**src/hw/rtl/dfm_pkg.sv**
```systemverilog
// ----------------------------------------------------------------------------
// Depth flatness mask package
// Fixed-point constants, field widths, register codes and shared types.
// ----------------------------------------------------------------------------
package dfm_pkg;

   // Fixed point with FRAC_BITS fraction bits; one unit is 2**FRAC_BITS.
   localparam int FRAC_BITS     = 4;
   localparam int RAW_W         = 16;
   localparam int WIDTH_REG_W   = 10;
   localparam int MASK_COL_W    = 9;
   localparam int MASK_ROW_W    = 10;

   localparam int NEAR_INT      = -(600 * (2 ** FRAC_BITS));
   localparam int FAR_INT       = 600 * (2 ** FRAC_BITS);
   localparam int BAND_INT      = -(400 * (2 ** FRAC_BITS));
   localparam int SPAN_INT      = 1200 * (2 ** FRAC_BITS);
   localparam int SUM_LIMIT_INT = 80 * (2 ** FRAC_BITS);

   // Mapped value width, quotient width and product width.
   localparam int VAL_W  = $clog2(FAR_INT + 1) + 1;
   localparam int QUO_W  = $clog2(SPAN_INT);
   localparam int PROD_W = RAW_W + QUO_W;
   localparam int SUM_W  = VAL_W + 3;

   typedef logic signed [VAL_W-1:0] val_type;

   localparam val_type NEAR_VAL = val_type'(NEAR_INT);
   localparam val_type FAR_VAL  = val_type'(FAR_INT);
   localparam val_type BAND_VAL = val_type'(BAND_INT);
   localparam logic [QUO_W-1:0] SPAN_VAL = QUO_W'(SPAN_INT);
   localparam logic [SUM_W-1:0] SUM_LIMIT_VAL = SUM_W'(SUM_LIMIT_INT);

   // Register map: word index taken from paddr[3:2].
   localparam int CSR_ADDR_W = 4;
   localparam logic [1:0] REG_NEAR  = 2'd0;
   localparam logic [1:0] REG_FAR   = 2'd1;
   localparam logic [1:0] REG_WIDTH = 2'd2;

   localparam logic [RAW_W-1:0]       NEAR_RESET  = 16'd500;
   localparam logic [RAW_W-1:0]       FAR_RESET   = 16'd6000;
   localparam logic [WIDTH_REG_W-1:0] WIDTH_RESET = 10'd512;

   // Window result handed from the window unit to the output stage.
   typedef struct packed {
      logic                  emit;
      logic                  mask_on;
      logic [MASK_COL_W-1:0] mask_col;
      logic [MASK_ROW_W-1:0] mask_row;
   } win_res_type;

endpackage

```
**src/hw/rtl/dfm_mapper.sv**
```systemverilog
// ----------------------------------------------------------------------------
// Depth mapper
// Maps a raw depth to fixed point with one multiply and a bit-serial divide.
// ----------------------------------------------------------------------------
module dfm_mapper (
   input  logic                           clock,
   input  logic                           reset,
   input  logic                           start,
   input  logic [dfm_pkg::RAW_W-1:0]      raw_depth,
   input  logic [dfm_pkg::RAW_W-1:0]      near_limit,
   input  logic [dfm_pkg::RAW_W-1:0]      far_limit,
   output logic                           done,
   output dfm_pkg::val_type               value
);
   import dfm_pkg::*;

   localparam logic [1:0] M_IDLE = 2'd0;
   localparam logic [1:0] M_MUL  = 2'd1;
   localparam logic [1:0] M_DIV  = 2'd2;
   localparam logic [1:0] M_DONE = 2'd3;
   localparam int STEP_W = $clog2(QUO_W);

   logic [1:0]        state_ff, state_in;
   logic [RAW_W-1:0]  diff_ff, diff_in;
   logic [RAW_W-1:0]  den_ff, den_in;
   logic [RAW_W-1:0]  rem_ff, rem_in;
   logic [QUO_W-1:0]  quo_ff, quo_in;
   logic [STEP_W-1:0] step_ff, step_in;
   val_type           value_ff, value_in;

   logic [PROD_W-1:0] prod;
   logic [RAW_W:0]    trial;
   logic              fits;
   logic [RAW_W-1:0]  rem_next;
   logic [QUO_W-1:0]  quo_next;

   assign prod     = PROD_W'(diff_ff) * PROD_W'(SPAN_VAL);
   // One restoring step: bring down the next numerator bit, subtract if it fits.
   assign trial    = {rem_ff, quo_ff[QUO_W-1]};
   assign fits     = trial >= {1'b0, den_ff};
   assign rem_next = fits ? RAW_W'(trial - {1'b0, den_ff}) : RAW_W'(trial);
   assign quo_next = {quo_ff[QUO_W-2:0], fits};

   always_comb begin
      state_in = state_ff;
      diff_in  = diff_ff;
      den_in   = den_ff;
      rem_in   = rem_ff;
      quo_in   = quo_ff;
      step_in  = step_ff;
      value_in = value_ff;
      case (state_ff)
         M_IDLE: begin
            if (start) begin
               diff_in = raw_depth - near_limit;
               den_in  = far_limit - near_limit;
               if (far_limit <= near_limit || raw_depth <= near_limit) begin
                  value_in = NEAR_VAL;
                  state_in = M_DONE;
               end else if (raw_depth >= far_limit) begin
                  value_in = FAR_VAL;
                  state_in = M_DONE;
               end else begin
                  state_in = M_MUL;
               end
            end
         end
         M_MUL: begin
            rem_in   = prod[PROD_W-1:QUO_W];
            quo_in   = prod[QUO_W-1:0];
            step_in  = STEP_W'(QUO_W - 1);
            state_in = M_DIV;
         end
         M_DIV: begin
            rem_in = rem_next;
            quo_in = quo_next;
            if (step_ff == '0) begin
               value_in = val_type'(NEAR_VAL + val_type'(quo_next));
               state_in = M_DONE;
            end else begin
               step_in = step_ff - STEP_W'(1);
            end
         end
         M_DONE: begin
            state_in = M_IDLE;
         end
         default: begin
            state_in = M_IDLE;
         end
      endcase
   end

   always_ff @(posedge clock) begin
      if (reset) begin
         state_ff <= M_IDLE;
      end else begin
         state_ff <= state_in;
      end
   end

   always_ff @(posedge clock) begin
      diff_ff  <= diff_in;
      den_ff   <= den_in;
      rem_ff   <= rem_in;
      quo_ff   <= quo_in;
      step_ff  <= step_in;
      value_ff <= value_in;
   end

   assign done  = state_ff == M_DONE;
   assign value = value_ff;

endmodule

```
**config.mk**
```make
export PLATFORM = sky130hd
export DESIGN_NAME = dfm_mapper
export DESIGN_NICKNAME = d
export VERILOG_FILES = /design/src/hw/rtl/dfm_pkg.sv /design/src/hw/rtl/dfm_mapper.sv
export SDC_FILE = /design/constraint.sdc
export NUM_CORES = 1
export LEC_CHECK = 0
export BUFFER_PORTS_ARGS = -buffer_cell sky130_fd_sc_hd__buf_4
export CAP_MARGIN = 5
export CORE_ASPECT_RATIO = 1.4
export CORE_MARGIN = 5
export CORE_UTILIZATION = 45
export CTS_CLUSTER_SIZE = 8
export DETAILED_ROUTE_END_ITERATION = 7
export SLEW_MARGIN = 0
export SYNTH_ARGS = -nofsm -noshare
export SYNTH_HDL_FRONTEND = slang
export SYNTH_SLANG_ARGS = --single-unit
```
**constraint.sdc**
```tcl
create_clock -name clock -period 5.8 [get_ports clock]
set_input_delay 1.16 -clock clock [delete_from_list [all_inputs] [get_ports clock]]
set_output_delay 1.16 -clock clock [all_outputs]
set_load 0.005 [all_outputs]
```
==> flow_metrics.py, run 1 <==
metrics = {
    "die": {
        "io_pins": 67,
        "die_area_sq_mm": 0.0210,
        "fp.dieW_um": 124,
        "initial_utilization": 0.455,
        "die-height_um": 169,
        "core.rowCount": 58,
        "core_sq_mm": 0.0179,
    },
    "clocking": {
        "ctsHoldBuffers": 0,
        "clk_latency_ps": 340,
        "cts-resized-gates": 0,
        "clk_pin_slew_worst_paths_ps": 70,
        "numCtsBuffers": 9,
        "cts_tree": "built",
        "cts_sinks": 84,
        "cts_setup_buffers": 0,
        "cts_max_path_buffers": 2,
        "root_buffer": "clkbuf_16",
        "cts_max_level": 3,
    },
    "worst_setup_path": {
        "critPathMaxFanout": 6,
        "cp-start-kind": "register",
        "endpoint_kind": "register",
        "crit_arrival_ps": 4470,
        "slowest_delay_ps": 540,
        "crit_required_ps": 5860,
        "crit_type": "reg -> reg",
        "r2r_cells": 14,
        "crit_path_frequent_cell": "ha_1",
        "crit_path_top_delay_cell": "fa_1",
        "crit_path_cell_trace": "ha_1, ha_1, fa_1, inv_1, fa_1, inv_1, ha_1, o21ai_0, nand2b_1, a311oi_2, o21bai_1, a311o_1, a2111oi_2, a211oi_1",
    },
    "drt": {
        "postRouteWirelength_um": 17000,
        "drt_first_pass_iters": 4,
        "viasPerCell": 5.23,
        "vias": 6030,
        "drt_iter0_markers": 209,
        "ant_nets": 0,
        "wire_per_inst_um": 14.7,
        "drc": 0,
    },
    "global_routing": {
        "antenna_found_initial": 0,
        "grtUsageTotal": 0.169,
        "gr-total-overflow": 0,
        "grt_pass1_wl_um": 28200,
        "grt_max_degree": 58,
        "first_global_vias": 6043,
    },
    "synthesis": {
        "synth_cell_types": 69,
        "synthArstFlopShare": 0,
        "synthAdderAreaFrac": 0.266,
        "yosysMostFrequentCell": "inv_1",
        "synth_seq_cells": 84,
        "synth_warnings": 0,
        "synthTopCellsByCount": "inv_1, ha_1, edfxtp_1, a21oi_1",
        "synthesis.nets": 1044,
        "muxShareOfSynthArea": 0.0212,
        "synth.cell_area_sq_mm": 0.00816,
        "synthXorXnorAreaFrac": 0.0601,
        "synth_simple_gate_area_share": 0.112,
        "synth_flop_cell": "edfxtp_1",
        "yosysTopAreaCellShare": 0.302,
        "synth_cells": 835,
        "avgSynthCellArea_sq_um": 9.77,
        "synth_edf_count": 82,
        "synth_top_family_by_area": "adder cells",
        "synth_compound_area_frac": 0.166,
        "synth_area_leader_cell": "edfxtp_1",
        "ys_seq_area_frac": 0.307,
        "synthTopCellsByArea": "edfxtp_1, ha_1, fa_1",
    },
    "sta": {
        "timing_hold_violations_final": 0,
        "worst_pin_slew_ps": 740,
        "finalMaxSlewViolations": 0,
        "post-route-period-util": 0.760,
        "max_slew_margin": 0.506,
        "setup_tns_ps": 0,
        "rsz0062_at_grt": "false",
        "fin_skew_ps": 11.1,
        "fmax_ghz": 0.227,
        "period_minus_slack_ps": 4410,
        "finalSetupViolations": 0,
    },
    "min_path": {
        "hold_depth": 1,
        "hold_path_class": "reg -> reg",
    },
    "job": {
        "drv_cap": 0,
    },
    "layout": {
        "n_antenna_cell": 0,
        "nets": 1117,
        "area_growth_pct": 13.5,
        "drive_gt1_frac": 0.123,
    },
    "placed_design": {
        "io_buffers": 66,
        "gp_congestion": 0.831,
        "dp_hpwl_um": 14300,
    },
    "outcome": {
        "status": "complete, no violations",
    },
}
[critical path: cells and delay by family, from the launching register on]
family,cells,cell delay [ps]
DFF,1,500
adders and majority gates,5,2030
buffers and inverters,2,90
AOI/OAI and AO/OA,6,1390
and+or+nand+nor,1,130
[layout by cell type (no fill, tap or decap), types with 12 or more instances in the layout]
cell,Yosys,routed
a21oi_1,56,56
nor3_1,20,20
a21o_1,35,35
ha_1,132,131
and3_1,12,12
nor2b_1,14,14
fa_1,26,26
nand3_1,12,12
buf_4,0,71
inv_1,134,134
xnor2_1,37,37
nor2_1,37,37
xor2_1,19,19
edfxtp_1,82,82
nand2_1,33,33
o21ai_0,36,36
[path summary, 6_finish.rpt]
| path | startpoint | endpoint | slack [ps] |
|---|---|---|---|
| max | diff_ff[5] | rem_ff[15] | 1390 |
| min | quo_ff[1] | quo_ff[2] | 550 |
| max reg2reg | diff_ff[5] | rem_ff[15] | 1390 |
| min reg2reg | quo_ff[1] | quo_ff[2] | 550 |
[registers in the layout, summed over array words and instances (netlist names)]
| register | flops |
|---|---|
| den_ff | 16 |
| diff_ff | 16 |
| quo_ff | 15 |
| rem_ff | 16 |
| state_ff | 2 |
| step_ff | 4 |
| value | 15 |
[metrics by stage]
| stage | area, sq um | hold WS [ps] | instances | util | setup WS (ps) |
|---|---|---|---|---|---|
| floorplan | 8160 | 522 | 835 | - | 1360 |
| global placement | 8950 | 547 | 1137 | 0.499 | 1420 |
| detailed placement | 8950 | 539 | 1137 | 0.499 | 1350 |
| CTS | 9260 | 554 | 1153 | 0.516 | 1340 |
| global route | 9260 | 570 | 1153 | 0.516 | 1100 |
| finish | 9260 | 553 | 1153 | 0.516 | 1390 |
[routing by layer]
| metal | track usage | routed length (um) |
|---|---|---|
| met1 | 0.201 | 6960 |
| met2 | 0.306 | 8990 |
| met3 | 0.0217 | 582 |
| met4 | 0.0583 | 453 |
| met5 | 0 | 0 |
[cell families after synthesis]
group | after synthesis
muxes | 16
and+or+nand+nor | 174
xor gates and xnor gates | 56
DFF | 84
adders and majority gates | 158
AOI/OAI and AO/OA | 203
buffers and inverters | 144
[layout make-up]
| type | count | area, sq um |
|---|---|---|
| clock buffers | 9 | 225 |
| clock inverters | 7 | 80.1 |
| fillers | 1662 | 8670 |
| inverters | 135 | 507 |
| multi-input cells | 607 | 5110 |
| flip-flops and latches | 84 | 2500 |
| well taps | 240 | 300 |
| repair buffers | 71 | 533 |
Power of run 1 is left out: the tool's default activity adds up to more than one toggle a clock period on the data nets, which glitch-free logic cannot reach.
==> run 2: changes to the inputs <==
==> constraint.sdc (replaced) <==
create_clock -name clock -period 4.3 [get_ports clock]
set_input_delay 0.86 -clock clock [delete_from_list [all_inputs] [get_ports clock]]
set_output_delay 0.86 -clock clock [all_outputs]
set_load 0.005 [all_outputs]
==> run 2 against run 1 <==
Against the previous run: non-clock buffer count increased by 30; global-route usage increased by 0.28 points; count of clock-buffer cells in the layout unchanged; register-to-register slack got worse by 1200 ps; sequential cell count unchanged; clock skew decreased by 0.78 ps; final cell count increased by 2.6%; critical path type unchanged; critical endpoint unchanged; highest routed layer unchanged.
==> flow_metrics.py, run 2 (synthesized netlist as in run 1, its figures left out) <==
metrics = {
    "layout": {
        "drive_gt1_frac": 0.171,
        "area_growth_pct": 18.3,
        "most-common-layout-cells": "inv_1, ha_1, buf_4",
        "nets": 1147,
        "n_antenna_cell": 0,
        "reg.largest.list": "den_ff (16), diff_ff (16), rem_ff (16)",
        "fill_cells": 1652,
        "layout_commonest_cell": "inv_1",
    },
    "die": {
        "fp.dieW_um": 124,
        "die-height_um": 169,
        "initial_utilization": 0.455,
        "die_area_sq_mm": 0.0210,
        "core.rowCount": 58,
        "io_pins": 67,
        "core_sq_mm": 0.0179,
    },
    "min_path": {
        "holdPathEnd": "value[4]",
        "hold_path_class": "reg -> reg",
        "hp-start": "quo_ff[3]",
        "hold_depth": 1,
    },
    "worst_setup_path": {
        "slowest_delay_ps": 540,
        "critPathMaxFanout": 4,
        "r2r_slack_ps": 140,
        "crit_path_top_delay_cell": "fa_1",
        "reg2reg_from": "diff_ff[8]",
        "crit_path_cell_trace": "ha_1, ha_1, fa_1, inv_1, fa_1, inv_1, ha_4, and3_4, a311oi_2, o21bai_1, a311o_1, a2111oi_2, a211oi_1",
        "cp-start-kind": "register",
        "endpoint_kind": "register",
        "r2r_cells": 13,
        "crit_arrival_ps": 4220,
        "worstReg2RegEnd": "rem_ff[15]",
        "crit_type": "reg -> reg",
        "crit_required_ps": 4370,
    },
    "drt": {
        "viasPerCell": 5.23,
        "postRouteWirelength_um": 17700,
        "drc": 0,
        "drt_iter0_markers": 251,
        "wire_per_inst_um": 15.0,
        "ant_nets": 0,
        "vias": 6193,
        "wl_met2_um": 9150,
        "route.met3.wl_um": 596,
        "drt_first_pass_iters": 4,
        "wl_met1_um": 7330,
        "top_layer": "met4",
    },
    "clocking": {
        "cts_sinks": 84,
        "cts_tree": "built",
        "ctsHoldBuffers": 0,
        "cts_max_path_buffers": 2,
        "numCtsBuffers": 9,
        "cts_max_level": 3,
        "clk_pin_slew_worst_paths_ps": 70,
        "root_buffer": "clkbuf_16",
        "clk_latency_ps": 350,
    },
    "global_routing": {
        "antenna_found_initial": 0,
        "first_global_vias": 6287,
        "gr-total-overflow": 0,
        "grt_pass1_wl_um": 28700,
        "grtUsageTotal": 0.171,
        "grt_max_degree": 57,
    },
    "sta": {
        "finalMaxSlewViolations": 0,
        "post-route-period-util": 0.966,
        "timing_hold_violations_final": 0,
        "max_slew_margin": 0.614,
        "fin_skew_ps": 10.4,
        "fmax_ghz": 0.241,
        "finalSetupViolations": 0,
        "setup_tns_ps": 0,
        "worst_pin_slew_ps": 579,
        "period_minus_slack_ps": 4160,
    },
    "placed_design": {
        "gp_congestion": 0.816,
        "io_buffers": 66,
        "dp_hpwl_um": 14400,
    },
    "job": {
        "drv_cap": 0,
    },
    "outcome": {
        "status": "complete, no violations",
    },
}
==> run 2: cell count changes in the layout (fill, tap and decap cells not counted), moves of 2 or more <==
cell | previous run | this run
ha_1 | 131 | 119
inv_8 | 1 | 3
a21oi_2 | 0 | 2
ha_4 | 0 | 11
a21oi_1 | 56 | 54
buf_4 | 71 | 101
==> run 2: stage by stage <==
step	std cells	area (sq um)	utilization	hold WS [ps]	setup WS (ps)
detailed placement	1157	9100	0.508	544	-9.65
global route	1183	9650	0.538	566	-14.9
finish	1183	9650	0.538	552	145
global placement	1157	9100	0.508	547	63.9
CTS	1177	9430	0.526	560	23.3
floorplan	835	8160	-	522	74.8
==> run 2: metal layers <==
metal	vias to the layer above	GRT usage
li1	3192	-
met1	2869	0.201
met2	104	0.315
met3	28	0.0217
met4	0	0.0617
met5	-	0
==> run 2: worst max path at each step <==
stage                     cells past startpoint         end         from  slack (ps)
after floorplan                              14  rem_ff[15]  diff_ff[11]          70
after global placement                       13  rem_ff[15]   diff_ff[8]          60
after detailed placement                     13  rem_ff[15]   diff_ff[7]         -10
after CTS                                    13  rem_ff[15]   diff_ff[7]          20
after global routing                         15  rem_ff[13]   diff_ff[8]         -10
final                                        13  rem_ff[15]   diff_ff[8]         140
==> run 2: cell type report <==
| cell class | count | area, sq um | area share |
|---|---|---|---|
| repair buffers | 101 | 758 | 0.0786 |
| inverters | 135 | 507 | 0.0525 |
| multi-input cells | 607 | 5280 | 0.547 |
| flip-flops and latches | 84 | 2500 | 0.259 |
| clock inverters | 7 | 75.1 | 0.00778 |
| clock buffers | 9 | 225 | 0.0233 |
| well taps | 240 | 300 | 0.0311 |
==> run 2: timing repair <==
| action | in CTS | in global routing |
|---|---|---|
| setup buffers | 4 | 6 |
| pin swaps | 4 | 17 |
| resized for setup | 0 | 20 |
| endpoints found under the setup margin | 1 | 9 |
==> run 2: worst max-delay path: cells and delay by family (launching register included) <==
kind                     cells  cell delay [ps]
adder cells (fa/ha/maj)      5             1910
AO/OA/AOI/OAI                5             1210
flip-flops                   1              510
AND/OR/NAND/NOR              1              150
buffers and inverters        2              110
Power of run 2 is left out for the same reason.
==> run 3: changes to the inputs <==
--- a/config.mk
+++ b/config.mk
@@ -9,9 +9,11 @@
 export CAP_MARGIN = 5
 export CORE_ASPECT_RATIO = 1.4
 export CORE_MARGIN = 5
-export CORE_UTILIZATION = 45
+export CORE_UTILIZATION = 50
+export CTS_CLUSTER_DIAMETER = 40
 export CTS_CLUSTER_SIZE = 8
 export DETAILED_ROUTE_END_ITERATION = 7
+export PLACE_DENSITY = 0.69
 export SLEW_MARGIN = 0
 export SYNTH_ARGS = -nofsm -noshare
 export SYNTH_HDL_FRONTEND = slang
==> constraint.sdc (replaced) <==
create_clock -name clock -period 4.3 [get_ports clock]
set_input_delay 0.86 -clock clock [delete_from_list [all_inputs] [get_ports clock]]
set_output_delay 0.86 -clock clock [all_outputs]
set_load 0.05 [all_outputs]
==> run 3 against run 2 <==
Against the previous run: count of clock-buffer cells in the layout increased by 3; maximum frequency shrank 0.41%; clock skew decreased by 1.7 ps.
==> flow_metrics.py, run 3 (synthesized netlist as in run 1, its figures left out) <==
metrics = {
    "sta": {
        "fmax_ghz": 0.240,
        "finalSetupViolations": 0,
        "worst_pin_slew_ps": 1090,
        "period_minus_slack_ps": 4170,
        "max_slew_margin": 0.275,
        "timing.hold.ws_ps": 563,
        "finalMaxSlewViolations": 0,
        "timing_hold_violations_final": 0,
        "post-route-period-util": 0.970,
        "fin_skew_ps": 8.65,
    },
    "global_routing": {
        "first_global_vias": 6539,
        "grt_pass1_wl_um": 30000,
        "grtUsageTotal": 0.193,
        "gr-total-overflow": 0,
        "grt_max_degree": 35,
        "antenna_found_initial": 0,
    },
    "min_path": {
        "hold_path_class": "reg -> reg",
    },
    "clocking": {
        "cts_max_path_buffers": 2,
        "clk_pin_slew_worst_paths_ps": 60,
        "cts_tree": "built",
        "root_buffer": "clkbuf_16",
        "ctsHoldBuffers": 0,
        "numCtsBuffers": 9,
        "cts_sinks": 84,
        "cts_max_level": 3,
        "clk_latency_ps": 350,
    },
    "drt": {
        "ant_nets": 0,
        "viasPerCell": 5.49,
        "wire_per_inst_um": 16.0,
        "drc": 0,
        "postRouteWirelength_um": 18400,
        "drt_iter0_markers": 278,
        "drt_first_pass_iters": 4,
        "vias": 6276,
    },
    "layout": {
        "n_antenna_cell": 0,
        "reg.largest.list": "den_ff (16), diff_ff (16), rem_ff (16)",
        "most-common-layout-cells": "inv_1, ha_1, buf_4",
        "fill_cells": 1373,
        "fin_cells": 1144,
        "drive_gt1_frac": 0.172,
        "nets": 1149,
        "layout_commonest_cell": "inv_1",
        "area_growth_pct": 18.0,
    },
    "die": {
        "die_area_sq_mm": 0.0190,
        "initial_utilization": 0.506,
        "fp.dieW_um": 118,
        "die-height_um": 161,
        "core_sq_mm": 0.0161,
        "core.rowCount": 55,
        "io_pins": 67,
    },
    "worst_setup_path": {
        "cp-start-kind": "register",
        "critPathMaxFanout": 4,
        "crit_arrival_ps": 4230,
        "endpoint_kind": "register",
        "crit_required_ps": 4360,
        "crit_type": "reg -> reg",
    },
    "placed_design": {
        "dp.cells": 1114,
        "io_buffers": 66,
        "gp_congestion": 0.859,
        "dp_hpwl_um": 15000,
    },
    "job": {
        "drv_cap": 0,
    },
    "outcome": {
        "status": "complete, no violations",
    },
}
## run 3: changes by cell type in the layout (fill, tap and decap cells not counted), sizes merged
cell and delta:
inv -5, clkbuf +3, buf +2, bufinv +1, clkinv +1
## run 3: stage by stage
step                       util  cell area (sq um)  TNS (ps)  worst slack, ps
after floorplan               -               8160         0             74.8
after global placement    0.561               9040         0             46.8
after detailed placement  0.561               9040     -45.9            -45.9
after CTS                 0.584               9400         0             38.8
after global routing      0.598               9620     -95.3            -31.3
final                     0.598               9620         0              128
## run 3: timing repair
item	in CTS	in global routing
pin swaps	5	14
endpoints found under the setup margin	1	9
setup buffers	8	6
hold endpoints to repair	0	0
gates resized for setup	1	22
## run 3: worst max-delay path, cell delays in order (launching register included)
cell	delay, ps
edfxtp_1	440
buf_4	170
ha_4	260
ha_4	190
fa_1	530
inv_1	50
fa_1	500
inv_1	60
ha_4	250
and3_1	200
a311oi_2	310
o21bai_1	150
a311o_1	380
a2111oi_2	310
a211oi_1	90
## run 3: worst paths after layout
kind / start / endpoint / slack (ps) / cells after the start
max: diff_ff[7] / rem_ff[15] / 130 / 14
min reg2reg: quo_ff[0] / value[1] / 560 / 1
max reg2reg: diff_ff[7] / rem_ff[15] / 130 / 14
min: quo_ff[0] / value[1] / 560 / 1
## run 3: layout make-up
| class | instances | area [sq um] | share of cell area |
|---|---|---|---|
| clock buffer | 12 | 236 | 0.0246 |
| clock inverter | 4 | 51.3 | 0.00533 |
| inverter | 135 | 507 | 0.0527 |
| multi-input combinational | 607 | 5310 | 0.551 |
| sequential | 84 | 2500 | 0.260 |
| tap | 199 | 249 | 0.0259 |
| timing repair buffer | 103 | 773 | 0.0803 |
## run 3: routing by layer
metal / vias to the layer above / wire length, um / global-route usage
li1: 3188 / - / -
met1: 2928 / 7160 / 0.205
met2: 125 / 10200 / 0.382
met3: 35 / 532 / 0.0231
met4: 0 / 509 / 0.0720
met5: - / 0 / 0
Power of run 3 is left out for the same reason.
